$ cat config.mk
export PLATFORM = sky130hd
export DESIGN_NAME = arcd_front
export DESIGN_NICKNAME = d
export VERILOG_FILES = /design/src/design/addressable_rgb_led_chain_driver_unit_macros.svh /design/src/design/arcd_pkg.sv /design/src/design/arcd_front.sv
export SDC_FILE = /design/constraint.sdc
export NUM_CORES = 1
export LEC_CHECK = 0
export BUFFER_PORTS_ARGS = -buffer_cell sky130_fd_sc_hd__buf_2
export CORE_MARGIN = 2
export CORE_UTILIZATION = 29
export DETAILED_ROUTE_END_ITERATION = 16
export PLACE_DENSITY = 0.85
export SETUP_SLACK_MARGIN = 0.5
export SYNTH_ARGS = -nofsm -noshare
export SYNTH_HDL_FRONTEND = slang
export SYNTH_SLANG_ARGS = --single-unit
$ cat constraint.sdc
create_clock -name vclk -period 1.6
set_input_delay 0.32 -clock vclk [all_inputs]
set_output_delay 0.32 -clock vclk [all_outputs]
set_load 0.1 [all_outputs]
$ cat src/design/addressable_rgb_led_chain_driver_unit_macros.svh
// Assertion macros shared by the LED chain driver modules.
// No dependencies; included by files that carry concurrent checks.
`ifndef ADDRESSABLE_RGB_LED_CHAIN_DRIVER_UNIT_MACROS_SVH
`define ADDRESSABLE_RGB_LED_CHAIN_DRIVER_UNIT_MACROS_SVH

// Clocked check, switched off while reset is asserted.
`define ARCD_ASSERT(name, clk, rst_n, prop, msg) \
    name: assert property (@(posedge clk) disable iff (!rst_n) prop) \
        else $error(msg);

// Clocked check that also holds through reset.
`define ARCD_ASSERT_ALWAYS(name, clk, prop, msg) \
    name: assert property (@(posedge clk) prop) \
        else $error(msg);

`endif

$ cat src/design/arcd_pkg.sv
// Types, constants and helper functions of the LED chain driver.
// Used by the front end, the line engine and the top level; depends on nothing.
package arcd_pkg;

    localparam int MAX_PIXELS  = 1024;
    localparam int ADDR_W      = $clog2(MAX_PIXELS);
    localparam int PIX_CNT_W   = 11;
    localparam int COLOUR_W    = 24;
    localparam int TICK_W      = 16;
    localparam int PHASE_W     = 8;
    localparam int BIT_CNT_W   = 5;
    localparam int CFG_IDX_W   = 3;
    localparam int CFG_DATA_W  = 16;
    localparam int QUEUE_DEPTH = 2;

    localparam logic [PIX_CNT_W-1:0] RST_PIXEL_COUNT = '0;
    localparam logic [PHASE_W-1:0]   RST_ONE_HIGH    = 8'd16;
    localparam logic [PHASE_W-1:0]   RST_ONE_LOW     = 8'd9;
    localparam logic [PHASE_W-1:0]   RST_ZERO_HIGH   = 8'd8;
    localparam logic [PHASE_W-1:0]   RST_ZERO_LOW    = 8'd17;
    localparam logic [TICK_W-1:0]    RST_LATCH_GAP   = 16'd1100;

    typedef enum logic [1:0] {
        OP_SET  = 2'd0,
        OP_FILL = 2'd1,
        OP_SHOW = 2'd2,
        OP_TICK = 2'd3
    } t_op;

    typedef enum logic [1:0] {
        ST_OK    = 2'd0,
        ST_RANGE = 2'd1,
        ST_BUSY  = 2'd2
    } t_status;

    typedef enum logic [CFG_IDX_W-1:0] {
        CFG_PIXEL_COUNT = 3'd0,
        CFG_ONE_HIGH    = 3'd1,
        CFG_ONE_LOW     = 3'd2,
        CFG_ZERO_HIGH   = 3'd3,
        CFG_ZERO_LOW    = 3'd4,
        CFG_LATCH_GAP   = 3'd5
    } t_cfg_reg;

    typedef enum logic [1:0] {
        PH_IDLE = 2'd0,
        PH_HIGH = 2'd1,
        PH_LOW  = 2'd2,
        PH_GAP  = 2'd3
    } t_phase;

    typedef enum logic [1:0] {
        BK_CLEAR,
        BK_RUN,
        BK_FILL,
        BK_LOAD
    } t_back_state;

    typedef struct packed {
        logic [PIX_CNT_W-1:0] pixel_count;
        logic [PHASE_W-1:0]   one_high;
        logic [PHASE_W-1:0]   one_low;
        logic [PHASE_W-1:0]   zero_high;
        logic [PHASE_W-1:0]   zero_low;
        logic [TICK_W-1:0]    latch_gap;
    } t_cfg;

    // Colour is stored green, red, blue from the top down.
    typedef struct packed {
        t_op                 op;
        logic                in_range;
        logic [ADDR_W-1:0]   index;
        logic [COLOUR_W-1:0] colour;
    } t_item;

    localparam int ITEM_W = $bits(t_item);

    function automatic logic [PIX_CNT_W-1:0] f_eff_count(input logic [PIX_CNT_W-1:0] cnt);
        logic [PIX_CNT_W-1:0] lim;
        lim = PIX_CNT_W'(MAX_PIXELS);
        return (cnt > lim) ? lim : cnt;
    endfunction

    function automatic logic [TICK_W-1:0] f_at_least_one(input logic [TICK_W-1:0] v);
        return (v == '0) ? TICK_W'(1) : v;
    endfunction

endpackage

$ cat src/design/arcd_front.sv
// Command front end: takes commands, decodes them and checks set indexes.
// Depends on arcd_pkg.
module arcd_front
    import arcd_pkg::*;
(
    input  logic                 i_start,
    input  logic [1:0]           i_command,
    input  logic [ADDR_W-1:0]    i_pixel_index,
    input  logic [PHASE_W-1:0]   i_red,
    input  logic [PHASE_W-1:0]   i_green,
    input  logic [PHASE_W-1:0]   i_blue,
    input  logic [PIX_CNT_W-1:0] i_eff_count,
    input  logic                 i_queue_full,
    input  logic                 i_clearing,
    output logic                 o_busy,
    output logic                 o_push,
    output t_item                o_item
);

    // Hold off new transactions while the store is swept or the queue is full.
    assign o_busy = i_clearing || i_queue_full;
    assign o_push = i_start && !o_busy;

    always_comb begin
        o_item.op       = t_op'(i_command);
        o_item.index    = i_pixel_index;
        o_item.colour   = {i_green, i_red, i_blue};
        o_item.in_range = ({1'b0, i_pixel_index} < i_eff_count);
    end

endmodule

== Word-level counts from Yosys, hierarchy flattened ==
Index checks and enable logic that the tools add are counted.

* Register bits: 0
* Bits of input ports: 50
* Output and inout port bits: 39
* Logic and storage cells: 4

* $lt $le $gt $ge: 1
* Reductions and logical operators: 3

{| class="wikitable"
|+ Operators by type and width
! cell !! number
|-
| less-than comparator 10 x 11 -> 1 bit || 1
|-
| logical AND 1 bit || 1
|-
| logical NOT 1 bit || 1
|-
| logical OR 1 bit || 1
|}

== Longest topological paths before layout ==
* Word-level depth: 3
* Mapped depth: 6
* Mapped depth without buffers: 6

== Worst setup path before layout ==
Ideal clock, no wire load.

* Path type: input -> output
* Start: in i_queue_full
* End: out o_push
* Arrival time: 2.331 ns
* Required time: 1.280 ns
* Slack: -1.051 ns
* Stages on the path: 2
* Buffers on the path: 0
* Cells stage by stage: or2_1 > nor2_1

* Word-level cells in the longest chain between the ends: 3

{| class="wikitable"
|+ Ends and longest elaborated chain
! item !! line !! source
|-
| start: declaration || arcd_front.sv:13 || <nowiki>input logic i_queue_full,</nowiki>
|-
| logical OR 1 bit || arcd_front.sv:21 || <nowiki>assign o_busy = i_clearing || i_queue_full;</nowiki>
|-
| logical NOT 1 bit || arcd_front.sv:22 || <nowiki>assign o_push = i_start && !o_busy;</nowiki>
|-
| logical AND 1 bit || arcd_front.sv:22 ||
|-
| end: declaration || arcd_front.sv:16 || <nowiki>output logic o_push,</nowiki>
|}

Every way passes these cells.

==> results.py <==
metrics = {
    "pwr": {
        "power.share.combinational_pct": 100.0,
        "p_seq_share_pct": 0,
        "p_int_uw": 112,
        "p_leak_uw": 0.000354,
        "sw_frac_of_total_pct": 63.9,
        "p_sw_uw": 199,
        "power.density_mw_per_mm2": 451,
        "max-vdd-ir-drop_mv": 0.226,
        "clkPwrFrac_pct": 0,
    },
    "finish": {
        "antennaDiodeCount": 0,
        "syn2layout_area_growth_pct": 33.3,
        "seq_area_um2": 0,
        "drive_gt1_share_pct": 77.8,
        "final_core_util_pct": 40.4,
        "num-clock-buffers": 0,
        "nFlopsAndLatches": 0,
        "nNetsFinal": 133,
    },
    "critical_path": {
        "crit_path_start": "i_eff_count[2]",
        "crit_fanout": 2,
        "slowest_delay_ns": 0.33,
        "cp.arrival_ns": 1.44,
        "cp-start-kind": "primary input",
        "end_kind": "output port",
        "crit_chain": "buf_8 -> inv_12 -> ha_4 -> nand2_2 -> o21ai_2 -> a31oi_1 -> o32a_4 -> buf_12",
        "path_delay_family": "compound AO/OA/AOI/OAI gates",
        "crit_path_top_delay_cell": "o32a_4",
        "setup.worst_path.class": "primary input to output port",
        "cp.buffers_inverters": 3,
        "path_depth": 8,
        "required_ns": 1.28,
    },
    "floorplan": {
        "dieArea_mm2": 0.00214,
        "initial_core_util_pct": 30.3,
        "fp-row-count": 15,
        "die_y_um": 46.3,
        "core_mm2": 0.00171,
        "io_pins": 89,
        "die_x_um": 46.3,
    },
    "synthesis": {
        "synthTopCellsByArea": "buf_4, ha_1, inv_1",
        "avgSynthCellArea_um2": 7.30,
        "yosys_warnings": 0,
        "synth_top_area_cell": "buf_4",
        "netlist_instances": 71,
        "synth_nets": 130,
        "synth_top_area_share_pct": 52.2,
        "synth_cell_types": 15,
        "synth.cell_area_um2": 518,
        "yosysSeqAreaShare_pct": 0,
    },
    "cts": {
        "post_cts.repair.setup_buffers": 0,
        "cts_hold_buf": 0,
    },
    "min_path": {
        "hp-start": "i_red[4]",
        "worstHoldPathCells": 0,
        "hp-class": "primary input to output port",
    },
    "grt": {
        "overflow": 0,
        "met2_usage_pct": 20.8,
        "grt_pass1_wl_um": 1610,
        "track_usage_pct": 9.92,
        "grt_max_degree": 3,
        "grt_use_met3_pct": 1.18,
        "antenna_found_initial": 0,
        "grt_pass1_vias": 401,
        "use_met1_pct": 9.20,
        "top_usage_layer": "met2",
    },
    "placement": {
        "gp_routability_congestion": 0.645,
        "pre_cts_ws_ns": -0.279,
        "dp_hpwl_um": 945,
        "io_buffers": 37,
    },
    "sta": {
        "maxSlewViolCount": 0,
        "fin_crit_sh_pct": 110,
        "setup_viol": 1,
        "tightest_slew_ns": 0.283,
        "maxSlewHeadroom_pct": 81.3,
        "final.min_clock_period_ns": 1.76,
        "max_freq_mhz": 570,
        "rsz0062_at_grt": "true",
        "worst_slack_ns": -0.155,
        "hold_viol_final": 0,
    },
    "drt": {
        "route.detailed.drc": 0,
        "post_drt_wl_per_cell_um": 10.8,
        "dr_total_vias": 402,
        "ant_nets": 0,
        "drt_first_pass_iters": 3,
        "drt_wl_total_um": 1050,
        "dr.first_iter.drc_count": 1,
        "vias_per_cell": 4.14,
    },
    "flow_run": {
        "maxCapViolations": 0,
    },
    "status": {
        "violations": "negative setup slack",
        "status": "finished with violations",
    },
}
kinds of logic (layout without fill, tap and decap cells):
kind of cell | after synthesis | after routing | share of synthesized area [%]
AOI/OAI and AO/OA | 8 | 8 | 9.66
adders and majority gates | 9 | 9 | 21.7
and+or+nand+nor | 7 | 7 | 8.45
buffers and inverters | 47 | 48 | 60.1
cells in the final DEF (no fill, tap or decap), drive strengths merged:
master and instances:
a21o 1, a21oi 3, a31oi 1, buf 37, ha 9, inv 11
nand2 1, nand3 1, nand3b 1, nor2 2, nor2b 1, o21ai 1
o22ai 1, o32a 1, or2 1
per-stage QoR:
stage	TNS [ns]	hold slack [ns]	cell area (um^2)	cells	total power, uW
2_1_floorplan	0	0.835	626	71	527
3_3_place_gp	-0.273	0.641	602	97	276
3_5_place_dp	-0.279	0.641	602	97	283
4_1_cts	-0.199	0.641	677	97	306
5_1_grt	-0.200	0.640	691	97	332
6_report	-0.155	0.640	691	97	311
synthesized netlist by cell type:
cell type and instances:
a21o_1 1, a21oi_1 3, a31oi_1 1, buf_4 36, ha_1 9, inv_1 11
nand2_1 1, nand3_1 1, nand3b_1 1, nor2_1 2, nor2b_4 1, o21ai_1 1
o22ai_1 1, o32a_1 1, or2_1 1
metal layers:
layer  wire length, um  vias to the layer above
li1                  -                      191
met1               290                      172
met2               581                       33
met3               139                        6
met4                36                        0
met5                 0                        -
final cells by class:
| cell class | count | area [um^2] |
|---|---|---|
| inverter | 11 | 58.8 |
| multi-input combinational | 24 | 310 |
| fill | 173 | 1020 |
| tap | 25 | 31.3 |
| timing repair buffer | 37 | 290 |
power groups by stage:
stage | clock (uW) | sequential (uW) | combinational, uW
4_1_cts | 0 | 0 | 306
3_5_place_dp | 0 | 0 | 283
3_3_place_gp | 0 | 0 | 276
6_report | 0 | 0 | 311
2_1_floorplan | 0 | 0 | 527
5_1_grt | 0 | 0 | 332
final timing paths:
path	to	slack (ns)
worst min-delay path	o_item[12]	0.64
worst max-delay path	o_item[34]	-0.16
repair_timing:
item                                   4_1_cts  5_1_grt
endpoints found under the hold margin        0        0
pin swaps                                    4        2
gates resized for setup                     23        4
setup endpoints to repair                   13        3
(Power assumes the default switching activity.)
