### config.mk
export PLATFORM = sky130hd
export DESIGN_NAME = arcd_queue
export DESIGN_NICKNAME = d
export VERILOG_FILES = /design/src/design/addressable_rgb_led_chain_driver_unit_macros.svh /design/src/design/arcd_queue.sv
export SDC_FILE = /design/constraint.sdc
export NUM_CORES = 1
export LEC_CHECK = 0
export BUFFER_PORTS_ARGS = -buffer_cell sky130_fd_sc_hd__buf_4
export CAP_MARGIN = 0
export CORE_UTILIZATION = 35
export DETAILED_ROUTE_END_ITERATION = 10
export SYNTH_ARGS = -nofsm -noshare
export SYNTH_HDL_FRONTEND = slang
export SYNTH_SLANG_ARGS = --single-unit
### constraint.sdc
create_clock -name i_clk -period 1.94 [get_ports i_clk]
set_clock_uncertainty 0.1 [all_clocks]
set_input_delay 0.097 -clock i_clk [delete_from_list [all_inputs] [get_ports i_clk]]
set_output_delay 0.097 -clock i_clk [all_outputs]
set_load 0.1 [all_outputs]
### src/design/addressable_rgb_led_chain_driver_unit_macros.svh
// Assertion macros shared by the LED chain driver modules.
// No dependencies; included by files that carry concurrent checks.
`ifndef ADDRESSABLE_RGB_LED_CHAIN_DRIVER_UNIT_MACROS_SVH
`define ADDRESSABLE_RGB_LED_CHAIN_DRIVER_UNIT_MACROS_SVH

// Clocked check, switched off while reset is asserted.
`define ARCD_ASSERT(name, clk, rst_n, prop, msg) \
    name: assert property (@(posedge clk) disable iff (!rst_n) prop) \
        else $error(msg);

// Clocked check that also holds through reset.
`define ARCD_ASSERT_ALWAYS(name, clk, prop, msg) \
    name: assert property (@(posedge clk) prop) \
        else $error(msg);

`endif

### src/design/arcd_queue.sv
// Short FIFO between the command front end and the line engine.
// Depends on nothing beyond its parameters.
module arcd_queue #(
    parameter int WIDTH = 8,
    parameter int DEPTH = 2
) (
    input  logic             i_clk,
    input  logic             i_rst_n,
    input  logic             i_push,
    input  logic [WIDTH-1:0] i_data,
    input  logic             i_pop,
    output logic             o_valid,
    output logic             o_full,
    output logic [WIDTH-1:0] o_data
);

    localparam int PTR_W = (DEPTH > 1) ? $clog2(DEPTH) : 1;
    localparam int CNT_W = $clog2(DEPTH + 1);

    logic [WIDTH-1:0] r_mem [DEPTH];
    logic [PTR_W-1:0] r_wr_ptr, n_wr_ptr;
    logic [PTR_W-1:0] r_rd_ptr, n_rd_ptr;
    logic [CNT_W-1:0] r_count, n_count;
    logic             do_push, do_pop;

    assign o_valid = (r_count != '0);
    assign o_full  = (r_count == CNT_W'(DEPTH));
    assign o_data  = r_mem[r_rd_ptr];
    assign do_push = i_push && !o_full;
    assign do_pop  = i_pop && o_valid;

    always_comb begin
        n_wr_ptr = r_wr_ptr;
        n_rd_ptr = r_rd_ptr;
        n_count  = r_count;
        if (do_push) begin
            n_wr_ptr = (r_wr_ptr == PTR_W'(DEPTH - 1)) ? '0 : r_wr_ptr + PTR_W'(1);
        end
        if (do_pop) begin
            n_rd_ptr = (r_rd_ptr == PTR_W'(DEPTH - 1)) ? '0 : r_rd_ptr + PTR_W'(1);
        end
        if (do_push && !do_pop) begin
            n_count = r_count + CNT_W'(1);
        end else if (do_pop && !do_push) begin
            n_count = r_count - CNT_W'(1);
        end
    end

    always_ff @(posedge i_clk) begin
        if (!i_rst_n) begin
            r_wr_ptr <= '0;
            r_rd_ptr <= '0;
            r_count  <= '0;
        end else begin
            r_wr_ptr <= n_wr_ptr;
            r_rd_ptr <= n_rd_ptr;
            r_count  <= n_count;
        end
    end

    always_ff @(posedge i_clk) begin
        if (do_push) begin
            r_mem[r_wr_ptr] <= i_data;
        end
    end

endmodule

### Word-level counts from Yosys, hierarchy flattened

Memories as Yosys holds them, arrays and structs flattened. A register that Yosys moved wholly into a read port is not among the register bits.
Cells that the tools add are included.

| operators by class | value |
|---|---|
| mux-type cells | 8 |
| eq/ne operators | 1 |
| reduce and logical (&&, ||, !) cells | 9 |
| add/sub/neg operators | 4 |

Operators by type and width:

| kind | count |
|---|---|
| two-way mux 1 bit | 6 |
| logical AND 1 bit | 4 |
| two-way mux 2 bit | 2 |
| nonzero test 2 bit | 2 |
| zero test 1 bit | 3 |
| adder 1 bit, second input constant | 2 |
| adder 2 x 1 -> 2 bit, second input constant | 1 |
| equality test 2 bit, second input constant | 1 |
| subtractor 2 x 1 -> 2 bit, second input constant | 1 |

| storage, ports and cells | value |
|---|---|
| bits of input ports | 12 |
| register bits after elaboration | 4 |
| output and inout bits | 10 |
| bits in writable memories | 16 |
| memories | 1 |
| word-level logic and storage cells | 26 |

Memory list:

| name | depth | bits a word | read ports | clocked after Yosys merged registers in | wr ports | line | RTL |
|---|---|---|---|---|---|---|---|
| r_mem | 2 | 8 | 1 | 1 | 1 | arcd_queue.sv:20 | `logic [WIDTH-1:0] r_mem [DEPTH];` |

### Longest topological paths before layout

Gate-level depths: netlist of run 1.

| logic depth | value |
|---|---|
| word-level depth | 7 |
| gate-level depth with buffers | 7 |
| mapped depth without buffers | 7 |

### Worst setup path before layout of run 1

Ideal clock, no wire load.

| timing | value |
|---|---|
| path kind | register -> register |
| from | register r_count[0] |
| to | register r_count[1] |
| path buffers | 0 |
| period minus slack after synthesis | 2.192 ns |
| data required time | 1.770 ns |
| setup slack | -0.252 ns |
| arrival | 2.022 ns |
| stages on the path, launching flop included | 7 |
| path through | dfxtp_1 -> nand2b_1 -> inv_1 -> nor2_1 -> ha_1 -> or3_1 -> a21oi_1 |

| on the way | value |
|---|---|
| word-level cells in the longest chain between the ends | 6 |
| elaborated cells on any way between the ends | 14 |
| those cells by class | add/sub (2); eq/ne (1); mux (2); reduce/logical (9) |

Ends and longest elaborated chain:

| element | line | RTL |
|---|---|---|
| from (decl) | arcd_queue.sv:23 | `logic [CNT_W-1:0] r_count, n_count;` |
| from (signal assigned) | arcd_queue.sv:57 | `r_count <= n_count;` |
| equality test 2 bit (*) | arcd_queue.sv:27 | `assign o_full = (r_count == CNT_W'(DEPTH));` |
| named net o_full | arcd_queue.sv:13 | `output logic o_full,` |
| zero test 1 bit (*) | arcd_queue.sv:29 | `assign do_push = i_push && !o_full;` |
| logical AND 1 bit (*) | arcd_queue.sv:29 |  |
| zero test 1 bit | arcd_queue.sv:44 | `end else if (do_pop && !do_push) begin` |
| logical AND 1 bit | arcd_queue.sv:44 |  |
| nonzero test 2 bit (no line) | -- |  |

The timed path passes the listed nets; every way through them passes the cells marked *. The select of a mux whose other input is x is not followed.
A chain may end at the register's enable or synchronous reset.

### Worst setup path after layout of run 1

| timing | value |
|---|---|
| from | register r_count[1] |
| to | register r_count[1] |

| on the way | value |
|---|---|
| word-level cells in the longest chain between the ends | 6 |
| elaborated cells on any way between the ends | 14 |
| those cells by class | add/sub (2); eq/ne (1); mux (2); reduce/logical (9) |

Ends and longest elaborated chain:

| element | line |
|---|---|
| equality test 2 bit | arcd_queue.sv:27 |
| zero test 1 bit | arcd_queue.sv:29 |
| logical AND 1 bit | arcd_queue.sv:29 |
| zero test 1 bit | arcd_queue.sv:44 |
| logical AND 1 bit | arcd_queue.sv:44 |
| nonzero test 2 bit (no line) | -- |

Parallel ways exist; a longest one is shown, timed or not. The select of a mux whose other input is x is not followed.

==> key figures, run 1 <==
Run status
  • Outcome: finished, final reports clean

Floorplanning
  • Die X-Extent: 50.0 um
  • Die height: 50.0 um
  • Ports: 22
  • Num rows: 17
  • Initial Utilization: 36.8%
  • Die Area: 2500 sq um
  • Core ar.: 2190 sq um

Logic synthesis
  • Avg Cell Area, Syn: 15.8 sq um
  • Syn Inst Count: 51
  • Seq/Total Area, Yosys: 72.0%
  • Syn nets: 64
  • Post-synth cell types: 17
  • Post-Syn Area: 806 sq um
  • Synth warn: 0
  • Seq cells post-synth: 21

Routing
  • DR vias/cell: 4.42
  • DR iter-0 viols: 10
  • Antenna Nets Post-Route: 0
  • DRC: 0
  • Post-Route WL: 1220 um
  • DR vias: 499
  • First drt pass iteration count: 3
  • Routed len/inst: 10.8 um

CTS
  • H-Tree Depth: 1
  • Num CTS Buffers: 3
  • Clock Path Buffers: 2
  • CTS tree: done
  • Later-pin clock latency in the skew report: 0.28 ns
  • Clk root buf: clkbuf_4
  • Clk sinks: 21
  • Post-cts resize count: 0
  • Worst-path clk slew: 0.10 ns

Critical path
  • Worst path slowest cell: dfxtp_1
  • CP Class: reg2reg
  • Crit-path max cell delay: 0.44 ns
  • Crit path from: r_count[1]$_SDFFE_PN0P_
  • Required @ worst endpoint: 2.06 ns
  • Max FO, Critical Path: 5
  • Arrival time worst endpoint: 1.79 ns
  • Worst r2r src: r_count[1]$_SDFFE_PN0P_
  • Crit path launch type: flip-flop
  • Crit end category: flip-flop
  • CP endpoint: r_count[1]$_SDFFE_PN0P_
  • Sequence of cells on the critical path: nand2b_4 > clkinvlp_4 > nor2_1 > ha_1 > xor2_1 > or3_1 > a21oi_1
  • Register-to-register setup slack: 0.27 ns
  • FF-to-FF End: r_count[1]$_SDFFE_PN0P_
  • FF-to-FF path depth: 7

Timing
  • Least-Margin Pin Slew: 0.381 ns
  • Fin. max-slew vios: 0
  • Final Hold Vio Count: 0
  • Fin crit share: 86.0%
  • Rel. slew slack: 74.6%
  • Period minus WS final: 1.67 ns
  • # setup viols final: 0
  • TNS Setup: 0 ns
  • RSZ-0062 raised after global routing: no
  • Fmax: 0.600 GHz

Global route
  • Grt peak-use layer: met2
  • Initial antenna violation count: 0
  • Largest net degree at the start of global routing: 12
  • Grt met1 use: 12.0%
  • Global-route met3 utilization: 3.09%
  • Global-route usage over all layers: 11.0%
  • Vias in the first global route: 472
  • Global-route wire length before repair: 2010 um
  • Grt ovf: 0
  • GR Layer Usage met2: 19.1%

Layout
  • Final #Nets: 99
  • Most frequent cells in the layout: buf_4, edfxtp_1, dlygate4sd3_1
  • Layout fillers: 194
  • Share of cells above drive strength 1: 44.7%
  • Number of diodes: 0
  • Most common cell after layout, fill and taps aside: buf_4
  • Area Overhead vs Synth: 40.2%

Place
  • Gp weighted congestion: 0.664
  • Hpwl dp: 867 um
  • Port bufs: 21

Min path
  • Min-Delay Path Class: in2reg

Run
  • Max-Cap Viols: 0
[final cells by class]
cell class | count | area, sq um | area share [%]
sequential | 21 | 582 | 51.5
timing repair buffer | 31 | 255 | 22.6
multi-input combinational | 26 | 216 | 19.2
tap | 28 | 35.0 | 3.10
clock buffer | 4 | 26.3 | 2.33
inverter | 3 | 15.0 | 1.33
[Yosys cell counts]
cell type | count | share of area, %
nand2b_1 | 1 | 0.78
or2_2 | 1 | 0.78
a21oi_1 | 1 | 0.62
nor3_2 | 1 | 1.2
or3_1 | 1 | 0.78
mux2_2 | 8 | 11
ha_1 | 1 | 1.6
a21boi_0 | 1 | 0.93
inv_1 | 3 | 1.4
dfxtp_1 | 5 | 12
buf_2 | 1 | 0.62
and3_1 | 1 | 0.78
o21a_1 | 1 | 0.93
edfxtp_1 | 16 | 60
xor2_1 | 3 | 3.3
nor2_1 | 4 | 1.9
o21ai_0 | 2 | 1.2
[through the flow]
step | setup slack [ns] | hold WS (ns) | utilization, % | cell area [sq um] | instances
2_1_floorplan | -0.0608 | 0.0959 | - | 818 | 51
3_3_place_gp | 0.366 | 0.183 | 46.3 | 1010 | 100
3_5_place_dp | 0.303 | 0.186 | 46.3 | 1010 | 100
4_1_cts | 0.241 | 0.0566 | 51.6 | 1130 | 113
5_1_grt | 0.164 | 0.0516 | 51.6 | 1130 | 113
6_report | 0.272 | 0.0662 | 51.6 | 1130 | 113
[logic make-up (layout without fill, tap and decap cells)]
family                     Yosys count  in the layout  synth area share (%)
buffers and inverters                4             38                  2.02
DFF                                 21             21                  72.1
adders and majority gates            1              1                  1.55
xor gates and xnor gates             3              3                  3.26
and+or+nand+nor                      9              9                  6.21
AOI/OAI and AO/OA                    5              5                  3.73
muxes                                8              8                  11.2
[what timing repair did]
action	CTS	global route
hold buffers	9	0
endpoints found under the setup margin	0	0
endpoints found under the hold margin	20	0
buffers inserted	0	0
[worst max-delay path: cells and delay by family, from the launching register on]
kind | cells | cell delay, ns
AOI/OAI and AO/OA | 1 | 0.14
and+or+nand+nor | 3 | 0.51
xor gates and xnor gates | 1 | 0.15
DFF | 1 | 0.44
buffers and inverters | 1 | 0.09
adders and majority gates | 1 | 0.19
[routing by layer]
metal / part of all wire, % / vias up
li1: - / 255
met1: 45 / 228
met2: 49 / 14
met3: 5.1 / 2
met4: 0.82 / 0
met5: 0 / -
[sequential cells by signal (all words and copies together) (netlist names), named ones only]
signal and cells:
r_rd_ptr 1, r_wr_ptr 1, r_count 2, r_mem 16
[worst min path at each step]
stage / start / endpoint / slack, ns / depth (start not counted)
final: i_push / r_wr_ptr$_SDFFE_PN0N_ / 0.07 / 3
after global routing: i_push / r_wr_ptr$_SDFFE_PN0N_ / 0.05 / 3
after CTS: i_push / r_wr_ptr$_SDFFE_PN0N_ / 0.06 / 3
after detailed placement: i_data[4] / r_mem[0][4]$_DFFE_PP_ / 0.19 / 1
after global placement: i_data[3] / r_mem[1][3]$_DFFE_PP_ / 0.18 / 1
after floorplan: i_data[0] / r_mem[0][0]$_DFFE_PP_ / 0.1 / 0
Power of run 1 is left out: the tool's default activity adds up to more than one toggle a clock period on the data nets, which glitch-free logic cannot reach.
==> run 2, diff against run 1 <==
Settings changed: PLACE_DENSITY_LB_ADDON from default to 0.25.
==> run 2 against run 1 <==
Die area did not move; setup slack worse by 0.028 ns; critical path depth fell by 5; sequential share of layout area fell by 0.40 points; largest cell class unchanged; highest routed layer unchanged.
==> key figures, run 2 (synthesis results as in run 1) <==
Floorplanning
  • Num rows: 17
  • Die Area: 2500 sq um
  • Core ar.: 2190 sq um
  • Ports: 22
  • Initial Utilization: 36.8%
  • Die height: 50.0 um
  • Die X-Extent: 50.0 um

Global route
  • Largest net degree at the start of global routing: 13
  • Grt ovf: 0
  • Global-route wire length before repair: 2160 um
  • Global-route usage over all layers: 12.0%
  • Vias in the first global route: 487
  • Initial antenna violation count: 0

Layout
  • Max reg flops: 16
  • Layout fillers: 197
  • Most frequent cells in the layout: buf_4, edfxtp_1, dlygate4sd3_1
  • Number of diodes: 0
  • Register area: 582 sq um
  • Final #Nets: 100
  • Area Overhead vs Synth: 41.3%
  • Area occupied by multi-input gates: 216 sq um
  • Most flop-heavy register: r_mem
  • Design area: 1140 sq um
  • Most common cell after layout, fill and taps aside: buf_4
  • Biggest regs: r_mem (16), r_count (2)
  • Share of cells above drive strength 1: 46.5%

Timing
  • Fin. max-slew vios: 0
  • Fmax: 0.590 GHz
  • # setup viols final: 0
  • Least-Margin Pin Slew: 0.382 ns
  • Period minus WS final: 1.70 ns
  • Final setup margin: 0.244 ns
  • Rel. slew slack: 74.5%
  • RSZ-0062 raised after global routing: no
  • Final Hold Vio Count: 0
  • Fin crit share: 87.4%

Critical path
  • Max FO, Critical Path: 8
  • Crit end category: primary output
  • Sequence of cells on the critical path: mux2_2 > buf_4
  • Required @ worst endpoint: 1.74 ns
  • Crit path launch type: flip-flop
  • Arrival time worst endpoint: 1.50 ns
  • CP Class: reg2out
  • Crit-path max cell delay: 0.57 ns
  • Worst path slowest cell: dfxtp_1

CTS
  • Clock Path Buffers: 2
  • Worst-path clk slew: 0.12 ns
  • Num CTS Buffers: 3
  • CTS tree: done
  • Clk root buf: clkbuf_4
  • H-Tree Depth: 1
  • Setup Buffers After CTS: 0
  • Clk sinks: 21
  • Post-cts resize count: 0
  • Later-pin clock latency in the skew report: 0.30 ns

Routing
  • DR vias/cell: 4.45
  • DR vias: 507
  • DRC: 0
  • Post-Route WL: 1230 um
  • DR iter-0 viols: 7
  • Antenna Nets Post-Route: 0
  • Routed len/inst: 10.8 um
  • First drt pass iteration count: 2

Min path
  • Min-Delay Path Class: in2reg

Run
  • Max-Cap Viols: 0

Place
  • Hpwl dp: 883 um
  • Post-DP Area: 1020 sq um
  • Port bufs: 21
  • Gp weighted congestion: 0.664
  • Pre-CTS setup slack: 0.308 ns

Run status
  • Outcome: finished, final reports clean
-- run 2: repair_timing --
item	CTS	global route
hold buffers	9	0
hold endpoints to repair	21	0
setup endpoints to repair	0	0
-- run 2: final timing paths --
kind                                 from                      end  slack (ns)  cells past startpoint
setup / recovery                flip-flop                o_data[0]        0.24                      2
hold / removal                     i_push    r_wr_ptr$_SDFFE_PN0N_        0.04                      3
setup reg to reg  r_count[1]$_SDFFE_PN0P_  r_count[1]$_SDFFE_PN0P_        0.29                      7
hold reg to reg     r_rd_ptr$_SDFFE_PN0P_                flip-flop        0.42                      2
-- run 2: layout make-up --
class	instances	share of cell area, %
Clock buffer	3	1.98
Clock inverter	1	0.440
Inverter	3	1.32
Multi-Input combinational cell	26	19.0
Sequential cell	21	51.1
Tap cell	28	3.08
Timing Repair Buffer	32	23.1
-- run 2: stage by stage --
stage	utilization, %	cells	hold WS (ns)	setup TNS [ns]
floorplan	-	51	0.0959	-0.0608
global placement	46.6	101	0.183	0
detailed placement	46.6	101	0.187	0
CTS	52.0	114	0.0362	0
global route	52.0	114	0.0494	0
finish	52.0	114	0.0376	0
-- run 2: worst max-delay path: cells and delay by family (launching register included) --
kind | cells | cell delay, ns
DFF | 1 | 0.57
buffers and inverters | 1 | 0.23
muxes | 1 | 0.39
-- run 2: routing by layer --
metal / GRT usage [%] / share of wire (%)
met5: 0 / 0
met4: 10.0 / 3.0
met3: 3.09 / 4.5
met2: 18.2 / 48
met1: 14.1 / 44
Power of run 2 is left out for the same reason.
==> run 3, diff against run 2 <==
Clock period 1.94 ns to 1.8 ns, I/O delays scaled along.
==> run 3 against run 2 <==
Sequential share of layout area did not move; final cell count stayed put; die area stayed put; count of clock-buffer cells in the layout did not move; global-route usage stayed put; cell area unchanged; flip-flop and latch count unchanged; register-to-register slack worse by 0.14 ns; non-clock buffer count did not move.
==> key figures, run 3 (synthesis results as in run 1) <==
Run status
  • Outcome: finished, final reports clean

Floorplanning
  • Die Area: 2500 sq um
  • Ports: 22
  • Die height: 50.0 um
  • Die X-Extent: 50.0 um
  • Initial Utilization: 36.8%
  • Num rows: 17
  • Core ar.: 2190 sq um

Global route
  • Initial antenna violation count: 0
  • Global-route usage over all layers: 12.0%
  • Global-route wire length before repair: 2160 um
  • Vias in the first global route: 487
  • Largest net degree at the start of global routing: 13
  • Grt ovf: 0

Layout
  • Share of cells above drive strength 1: 46.5%
  • Biggest regs: r_mem (16), r_count (2)
  • Most common cell after layout, fill and taps aside: buf_4
  • Most flop-heavy register: r_mem
  • Max reg flops: 16
  • Cell Count, Final, Fillers Out: 114
  • Design area: 1140 sq um
  • Area Overhead vs Synth: 41.3%
  • Layout fillers: 197
  • Final #Nets: 100
  • Number of diodes: 0
  • Most frequent cells in the layout: buf_4, edfxtp_1, dlygate4sd3_1

Timing
  • # setup viols final: 0
  • TNS Setup: 0 ns
  • Least-Margin Pin Slew: 0.382 ns
  • Fin. max-slew vios: 0
  • Period minus WS final: 1.69 ns
  • Fmax: 0.592 GHz
  • Fin crit share: 93.8%
  • Final Hold Vio Count: 0
  • RSZ-0062 raised after global routing: no
  • Final setup margin: 0.111 ns
  • Rel. slew slack: 74.5%

Place
  • Post-DP Area: 1020 sq um
  • Gp weighted congestion: 0.664
  • Hpwl dp: 883 um
  • Pre-CTS setup slack: 0.168 ns
  • Port bufs: 21
  • Number of instances in the placed design: 101

Critical path
  • Worst path slowest cell: dfxtp_1
  • Crit end category: primary output
  • Arrival time worst endpoint: 1.50 ns
  • FF-to-FF path depth: 7
  • FF-to-FF End: r_count[1]$_SDFFE_PN0P_
  • CP Class: reg2out
  • CP endpoint: o_data[0]
  • Max FO, Critical Path: 8
  • Required @ worst endpoint: 1.61 ns
  • Register-to-register setup slack: 0.15 ns
  • Sequence of cells on the critical path: mux2_2 > buf_4
  • Crit-path max cell delay: 0.57 ns
  • Crit path launch type: flip-flop
  • Worst r2r src: r_count[1]$_SDFFE_PN0P_

CTS
  • H-Tree Depth: 1
  • Clk root buf: clkbuf_4
  • Clock Path Buffers: 2
  • Clk sinks: 21
  • CTS tree: done
  • Worst-path clk slew: 0.12 ns
  • Num CTS Buffers: 3
  • Later-pin clock latency in the skew report: 0.30 ns
  • Setup Buffers After CTS: 0

Routing
  • Post-Route WL: 1230 um
  • DR vias/cell: 4.45
  • DR vias: 507
  • Routed len/inst: 10.8 um
  • DRC: 0
  • Antenna Nets Post-Route: 0
  • DR iter-0 viols: 7
  • First drt pass iteration count: 2

Run
  • Max-Cap Viols: 0

Min path
  • Min-Delay Path Class: in2reg
-- run 3: metrics by stage --
step / utilization (%) / hold slack (ns)
finish: 52.0 / 0.0306
global route: 52.0 / 0.0424
CTS: 52.0 / 0.0292
detailed placement: 46.6 / 0.180
global placement: 46.6 / 0.176
floorplan: - / 0.0889
-- run 3: critical path: cells and delay by family (launching register included) --
family   cells  cell delay, ns
mux          1            0.39
buf+inv      1            0.23
flops        1            0.57
-- run 3: final cells by class --
| cell class | count | area (sq um) | area share (%) |
|---|---|---|---|
| Tap cell | 28 | 35.0 | 3.08 |
| Inverter | 3 | 15.0 | 1.32 |
| Clock buffer | 3 | 22.5 | 1.98 |
| Multi-Input combinational cell | 26 | 216 | 19.0 |
| Clock inverter | 1 | 5.00 | 0.440 |
| Sequential cell | 21 | 582 | 51.1 |
| Timing Repair Buffer | 32 | 263 | 23.1 |
-- run 3: worst min path at each step --
stage	startpoint	endpoint	slack (ns)	cells after the start
2_1_floorplan	i_data[0]	r_mem[0][0]$_DFFE_PP_	0.09	0
4_1_cts	i_push	r_wr_ptr$_SDFFE_PN0N_	0.03	3
5_1_grt	i_push	r_wr_ptr$_SDFFE_PN0N_	0.04	3
3_3_place_gp	i_data[4]	r_mem[1][4]$_DFFE_PP_	0.18	1
3_5_place_dp	i_data[6]	r_mem[0][6]$_DFFE_PP_	0.18	1
6_report	i_push	r_wr_ptr$_SDFFE_PN0N_	0.03	3
-- run 3: metal layers --
metal	GRT usage [%]	up-vias	part of all wire [%]
met5	0	-	0
met4	10.0	0	3.0
met3	3.09	4	4.5
met2	18.2	14	48
met1	14.1	236	44
li1	-	253	-
-- run 3: what timing repair did --
action | CTS | global route
gates resized for setup | 0 | 0
hold endpoints to repair | 21 | 0
hold buffers | 9 | 0
Power of run 3 is left out for the same reason.
